--- src/design/wrp_pkg.sv ---
`timescale 1ns / 1ps
// ----------------------------------------------------------------------------
// wrp_pkg
// Shared types and constants of the weighted range partitioner.
// ----------------------------------------------------------------------------
package wrp_pkg;

   localparam int FRAC_BITS        = 32;
   localparam int MAX_REDUCERS_DEF = 8;
   localparam int DIV_W            = FRAC_BITS + 64;
   localparam int CNT_W            = 4;
   localparam logic [CNT_W-1:0] COUNT_RESET = 4'd4;

   localparam logic [1:0] REQ_MAP    = 2'd0;
   localparam logic [1:0] REQ_REPORT = 2'd1;
   localparam logic [1:0] REQ_REINIT = 2'd2;

   localparam logic [1:0] MODE_FULL  = 2'd0;
   localparam logic [1:0] MODE_LOWER = 2'd1;

   localparam logic KIND_LOOKUP = 1'b0;
   localparam logic KIND_DONE   = 1'b1;

   typedef struct packed {
      logic [1:0]  req_type;
      logic [63:0] hash_value;
      logic [1:0]  range_mode;
      logic [2:0]  reducer_index;
      logic [31:0] runtime;
      logic        last_report;
   } wrp_req_item_type;

   typedef struct packed {
      logic [2:0] reducer;
      logic       result_kind;
   } wrp_rsp_item_type;

   typedef struct packed {
      logic             start;
      logic [DIV_W-1:0] dividend;
      logic [63:0]      divisor;
   } wrp_div_req_type;

   typedef struct packed {
      logic             done;
      logic [DIV_W-1:0] quotient;
      logic [63:0]      remainder;
   } wrp_div_rsp_type;

endpackage

--- src/design/wrp_div.sv ---
`timescale 1ns / 1ps
// ----------------------------------------------------------------------------
// wrp_div
// Restoring divider, one quotient bit per cycle, DIV_W quotient bits per divide.
// ----------------------------------------------------------------------------
module wrp_div (
   input  logic                     clock,
   input  logic                     reset,
   input  wrp_pkg::wrp_div_req_type div_req,
   output wrp_pkg::wrp_div_rsp_type div_rsp
);
   import wrp_pkg::*;

   localparam int SW = $clog2(DIV_W + 1);

   logic [63:0]      rem_ff, rem_in;
   logic [DIV_W-1:0] quo_ff, quo_in;
   logic [63:0]      dvs_ff, dvs_in;
   logic [SW-1:0]    step_ff, step_in;
   logic             done_ff, done_in;
   logic [64:0]      trial;
   logic [64:0]      diff;
   logic             ge;

   always_comb begin
      rem_in  = rem_ff;
      quo_in  = quo_ff;
      dvs_in  = dvs_ff;
      step_in = step_ff;
      done_in = 1'b0;
      trial   = {rem_ff, quo_ff[DIV_W-1]};
      diff    = trial - {1'b0, dvs_ff};
      ge      = trial >= {1'b0, dvs_ff};
      if (div_req.start) begin
         rem_in  = '0;
         quo_in  = div_req.dividend;
         dvs_in  = div_req.divisor;
         step_in = SW'(DIV_W);
      end else if (step_ff != '0) begin
         rem_in  = ge ? diff[63:0] : trial[63:0];
         quo_in  = {quo_ff[DIV_W-2:0], ge};
         step_in = step_ff - 1'b1;
         done_in = (step_ff == SW'(1));
      end
   end

   always_ff @(posedge clock) begin
      if (reset) begin
         step_ff <= '0;
         done_ff <= 1'b0;
      end else begin
         step_ff <= step_in;
         done_ff <= done_in;
      end
      rem_ff <= rem_in;
      quo_ff <= quo_in;
      dvs_ff <= dvs_in;
   end

   assign div_rsp.done      = done_ff;
   assign div_rsp.quotient  = quo_ff;
   assign div_rsp.remainder = rem_ff;

endmodule

--- config.mk ---
export PLATFORM = sky130hd
export DESIGN_NAME = wrp_div
export DESIGN_NICKNAME = d
export VERILOG_FILES = /design/src/design/wrp_pkg.sv /design/src/design/wrp_div.sv
export SDC_FILE = /design/constraint.sdc
export NUM_CORES = 1
export LEC_CHECK = 0
export BUFFER_PORTS_ARGS = -buffer_cell sky130_fd_sc_hd__buf_2
export CAP_MARGIN = 20
export CORE_MARGIN = 5
export CORE_UTILIZATION = 59
export DETAILED_ROUTE_END_ITERATION = 6
export PLACE_DENSITY_LB_ADDON = 0.3
export SLEW_MARGIN = 20
export SYNTH_ARGS = -nofsm -noshare
export SYNTH_HDL_FRONTEND = slang
export SYNTH_SLANG_ARGS = --single-unit
--- constraint.sdc ---
create_clock -name clock -period 10 [get_ports clock]
set_clock_uncertainty 0.2 [all_clocks]
set_input_delay 1 -clock clock [delete_from_list [all_inputs] [get_ports clock]]
set_output_delay 1 -clock clock [all_outputs]
set_load 0.02 [all_outputs]
* Yosys cells after proc, flatten, opt, wreduce, memory -nomap -nowiden *
Cells that the tools add are included.

word-level totals
  bits in registers = 232
  bits of input ports = 163
  word-level logic and storage cells = 20

operators by class
  add/sub/neg operators = 2
  order comparisons = 1
  eq/ne operators = 1
  multiplexer cells = 5
  bitwise logic cells = 1
  reductions and logical operators = 4

operators by type and width
  kind                   number
  $mux W96               2
  $ge A65 B64 Y1         1
  $mux W64               1
  $sub A64 B64 Y64       1
  $mux W7                2
  $eq A7 B1 Y1 const B   1
  $reduce_bool A7 Y1     1
  $sub A7 B1 Y7 const B  1
  $reduce_or A3 Y1       1
  $reduce_bool A2 Y1     1
  $reduce_or A2 Y1       1
  $not A1 Y1             1

* Logic depth before layout (Yosys ltp) *
  word-level depth = 3
  depth in mapped cells = 15
  mapped depth without buffers = 13

* Least setup slack after synthesis *
Ideal clock, no wire load.

  path type = register to register
  from = reg step_ff[2]
  to = reg quo_ff[0], enable pin
  library setup time = 898 ps
  arrival = 3,522 ps
  data required time = 8,902 ps
  setup slack = 5,380 ps
  stages on the path, launching flop included = 8
  period minus slack after synthesis = 4,620 ps
  path through = dfxtp_1 or3_1 nor3_1 and2_1 clkbuf_1 clkbuf_1 buf_1 nand2_1

on the way
  longest elaborated chain between the ends = 2

RTL lines
  what                                 line           RTL
  from (decl)                          wrp_div.sv:19  logic [SW-1:0] step_ff, step_in;
  from (signal assigned)               wrp_div.sv:52  step_ff <= step_in;
  $reduce_bool A7 Y1                   wrp_div.sv:39  end else if (step_ff != '0) begin
  $reduce_bool A2 Y1 (no source line)  -
  to (signal assigned)                 wrp_div.sv:56  quo_ff <= quo_in;
  to (decl)                            wrp_div.sv:17  logic [DIV_W-1:0] quo_ff, quo_in;

No other way between the ends.
A chain may end at the register's enable or synchronous reset.

* Worst setup path after layout *
  from = reg rem_ff[35]
  to = reg rem_ff[43]

on the way
  longest elaborated chain between the ends = 2
  elaborated cells between the ends (all ways) = 3

RTL lines
  what                                                line                          RTL
  from (decl)                                         wrp_div.sv:16                 logic [63:0] rem_ff, rem_in;
  from (signal assigned)                              wrp_div.sv:55                 rem_ff <= rem_in;
  $sub A64 B64 Y64 or $ge A65 B64 Y1 (tied branches)  wrp_div.sv:32, wrp_div.sv:33
  $mux W64 *                                          wrp_div.sv:40                 rem_in = ge ? diff[63:0] : trial[63:0];

Mark *: on every way between the ends. The rest lies on a longest branch, timed or not.

==> impl_metrics.json <==
{
  "outcome": "finished clean",
  "die_area_mm2": 0.0257,
  "fmax_ghz": 0.220,
  "cp_max_fo": 83,
  "cpPeakStageDelay_ns": 0.76,
  "syn_area_per_cell_um2": 10.1,
  "min_period_ns": 4.55,
  "place_congestion": 0.895,
  "ioPinCount": 324,
  "dp_worst_setup_slack_ns": 5.48,
  "final_core_util_pct": 71.1,
  "max-cap-violations": 0,
  "clk_latency_ns": 0.54,
  "rsz0062_at_grt": "no",
  "stdcell_count": 1912,
  "cts_resized": 0,
  "viasPerCell": 5.87,
  "slew_violations": 0,
  "multi_input_area_mm2": 0.00644,
  "setup_slack_ns": 5.45,
  "path_class": "flip-flop to flip-flop",
  "rows": 55,
  "overflow": 0,
  "fin_crit_sh_pct": 45.5,
  "dp_hpwl_um": 26500,
  "path_cells": "ha_1 -> a21oi_1 -> o21ai_0 -> a21o_1 -> a221oi_1 -> o21ai_0 -> nor3b_2 -> o31a_2 -> buf_4 -> mux2_2 -> nand2_1 -> a21oi_1",
  "place_area_mm2": 0.0150,
  "fin_area_mm2": 0.0159,
  "first_iter_violations": 705,
  "grt_antenna_before_repair": 7,
  "total_power_mw": 4.89,
  "portBuffers": 323,
  "synth_warnings": 0,
  "grt_pass1_wl_um": 58400,
  "hold_class": "flip-flop to flip-flop",
  "htreeDepth": 1,
  "crit_arrival_ns": 4.73,
  "tightest_slew_ns": 0.905,
  "ys_seq_area_share_pct": 46.9,
  "clk_pin_slew_ns": 0.06,
  "place_inst": 1858,
  "synth_area_mm2": 0.0133,
  "areaGrowthSynthToFinish_pct": 19.9,
  "p_leak_nw": 7.21,
  "ys_ff_latch": 232,
  "cts_setup_buffers": 0,
  "root_buffer": "clkbuf_16",
  "synthCells": 1313,
  "core_mm2": 0.0224,
  "grt_start_max_net_pins": 97,
  "syn_nets": 1544,
  "antenna_left": 0,
  "vias": 11200,
  "dr.pass1.iters": 5,
  "cts_tree": "yes",
  "synth_enable_flop_cells": 160,
  "grt_usage_pct": 27.4,
  "setup-violations-final": 0,
  "maxSlewHeadroom_pct": 39.7,
  "grt_pass1_vias": 11200,
  "power_density_mw_per_mm2": 306,
  "die_h_um": 160,
  "fin_setup_tns_ns": 0,
  "nets": 1832,
  "clockBufferDepth": 3,
  "synth.distinct_cells": 68,
  "max-vdd-ir-drop_mv": 0.170,
  "drc": 0,
  "cpMaxStageDelayCell": "buf_4",
  "start_util_pct": 59.3,
  "cts-buffers-inserted": 26,
  "critPathRequiredTime_ns": 10.18,
  "synth-main-ff-cell": "edfxtp_1",
  "cp-end-kind": "flip-flop",
  "drive_gt1_share_pct": 30.2,
  "routed_wl_um": 36400,
  "ff_latch_area_mm2": 0.00625,
  "die_w_um": 160,
  "critPathLaunchType": "flip-flop",
  "nFillCells": 1693,
  "hold_violations": 0,
  "hold_buffers": 0,
  "synthArstFlopShare_pct": 0,
  "wl_per_cell_um": 19.1,
  "fin_hold_ws_ns": 0.299,
  "clock-sinks": 232
}
-- area by class of cell --
class,count,area share [%]
Antenna cell,6,0.0942
Clock buffer,41,5.01
Clock inverter,7,0.565
Inverter,87,2.05
Multi-Input combinational cell,924,40.4
Sequential cell,232,39.2
Tap cell,285,2.24
Timing Repair Buffer,330,10.5
-- final timing paths --
path	startpoint	end	slack, ns	cells after the start
max reg2reg	rem_ff[35]	rem_ff[43]	5.45	12
max	rem_ff[35]	rem_ff[43]	5.45	12
min reg2reg	rem_ff[43]	rem_ff[43]	0.30	2
min	rem_ff[43]	rem_ff[43]	0.30	2
-- cells in the mapped netlist, drive strengths merged (3+ instances only) --
library cell  number  area (um2)
o2111ai            4        35.0
o21bai            14         105
nor3              53         285
nor3b              5        42.5
mux2              98        1100
and2               7        43.8
clkbuf            51         194
dfxtp             72        1440
xor2              21         184
a221oi             6        52.6
nand2             81         307
and4               4        35.0
buf               19         114
inv               87         327
a41oi              3        26.3
or3                6        37.5
mux2i              4        40.0
o211a             12         120
edfxtp           160        4800
a21o              35         263
a211oi            49         368
o21a               7        52.6
xnor2             36         315
o21ai             66         330
nor2b              6        37.5
o31ai              5        37.5
a21oi             97         485
and3              12        75.1
a31oi              5        31.3
nand4             22         138
nor2             120         453
o31a               5        43.8
nor4               8        56.3
o211ai            10        75.1
nand2b             6        37.5
nand3             24         130
or2                3        18.8
ha                67         838
-- sequential cells by signal, summed over array words and instances, names as in the netlist --
name / count
done_ff: 1
rem_ff: 64
step_ff: 7
dvs_ff: 64
quo_ff: 96
-- kinds of logic after synthesis --
logic type	synth area share, %
fa+ha+maj	6.45
xor+xnor	3.75
compound gates	16.3
mux	8.60
flops	46.9
simple gates	13.2
buf+inv	4.77
-- worst max-delay path, delay by kind of cell (launching register included) --
kind	cells	cell delay, ns
compound gates	7	1.84
fa+ha+maj	1	0.40
buf+inv	1	0.76
flops	1	0.34
mux	1	0.41
simple gates	2	0.38
-- layout by cell type, fill, tap and decap left out, types with 21 or more instances in the layout --
master	netlist	layout
ha_1	67	67
nand2_1	80	78
nand4_1	22	22
o21ai_0	63	63
a211oi_1	49	49
inv_1	87	87
a21o_1	35	35
edfxtp_1	160	160
buf_2	13	322
clkbuf_16	0	27
a21oi_1	97	97
mux2_2	98	98
xnor2_1	36	36
dfxtp_1	72	72
nand3_1	22	22
nor3_1	49	49
nor2_1	119	119
xor2_1	21	21
-- report_power, final --
| group | switching, mW | internal, mW |
|---|---|---|
| registers | 0.193 | 1.30 |
| logic | 1.50 | 0.908 |
| clock network | 0.382 | 0.597 |
-- routing by layer --
layer  global-route usage (%)  wire length, um
met1                     33.4            14200
met2                     47.9            18100
met3                     7.17             3040
met4                     8.45             1060
met5                        0               45
Power figures use the tool's default switching activity.
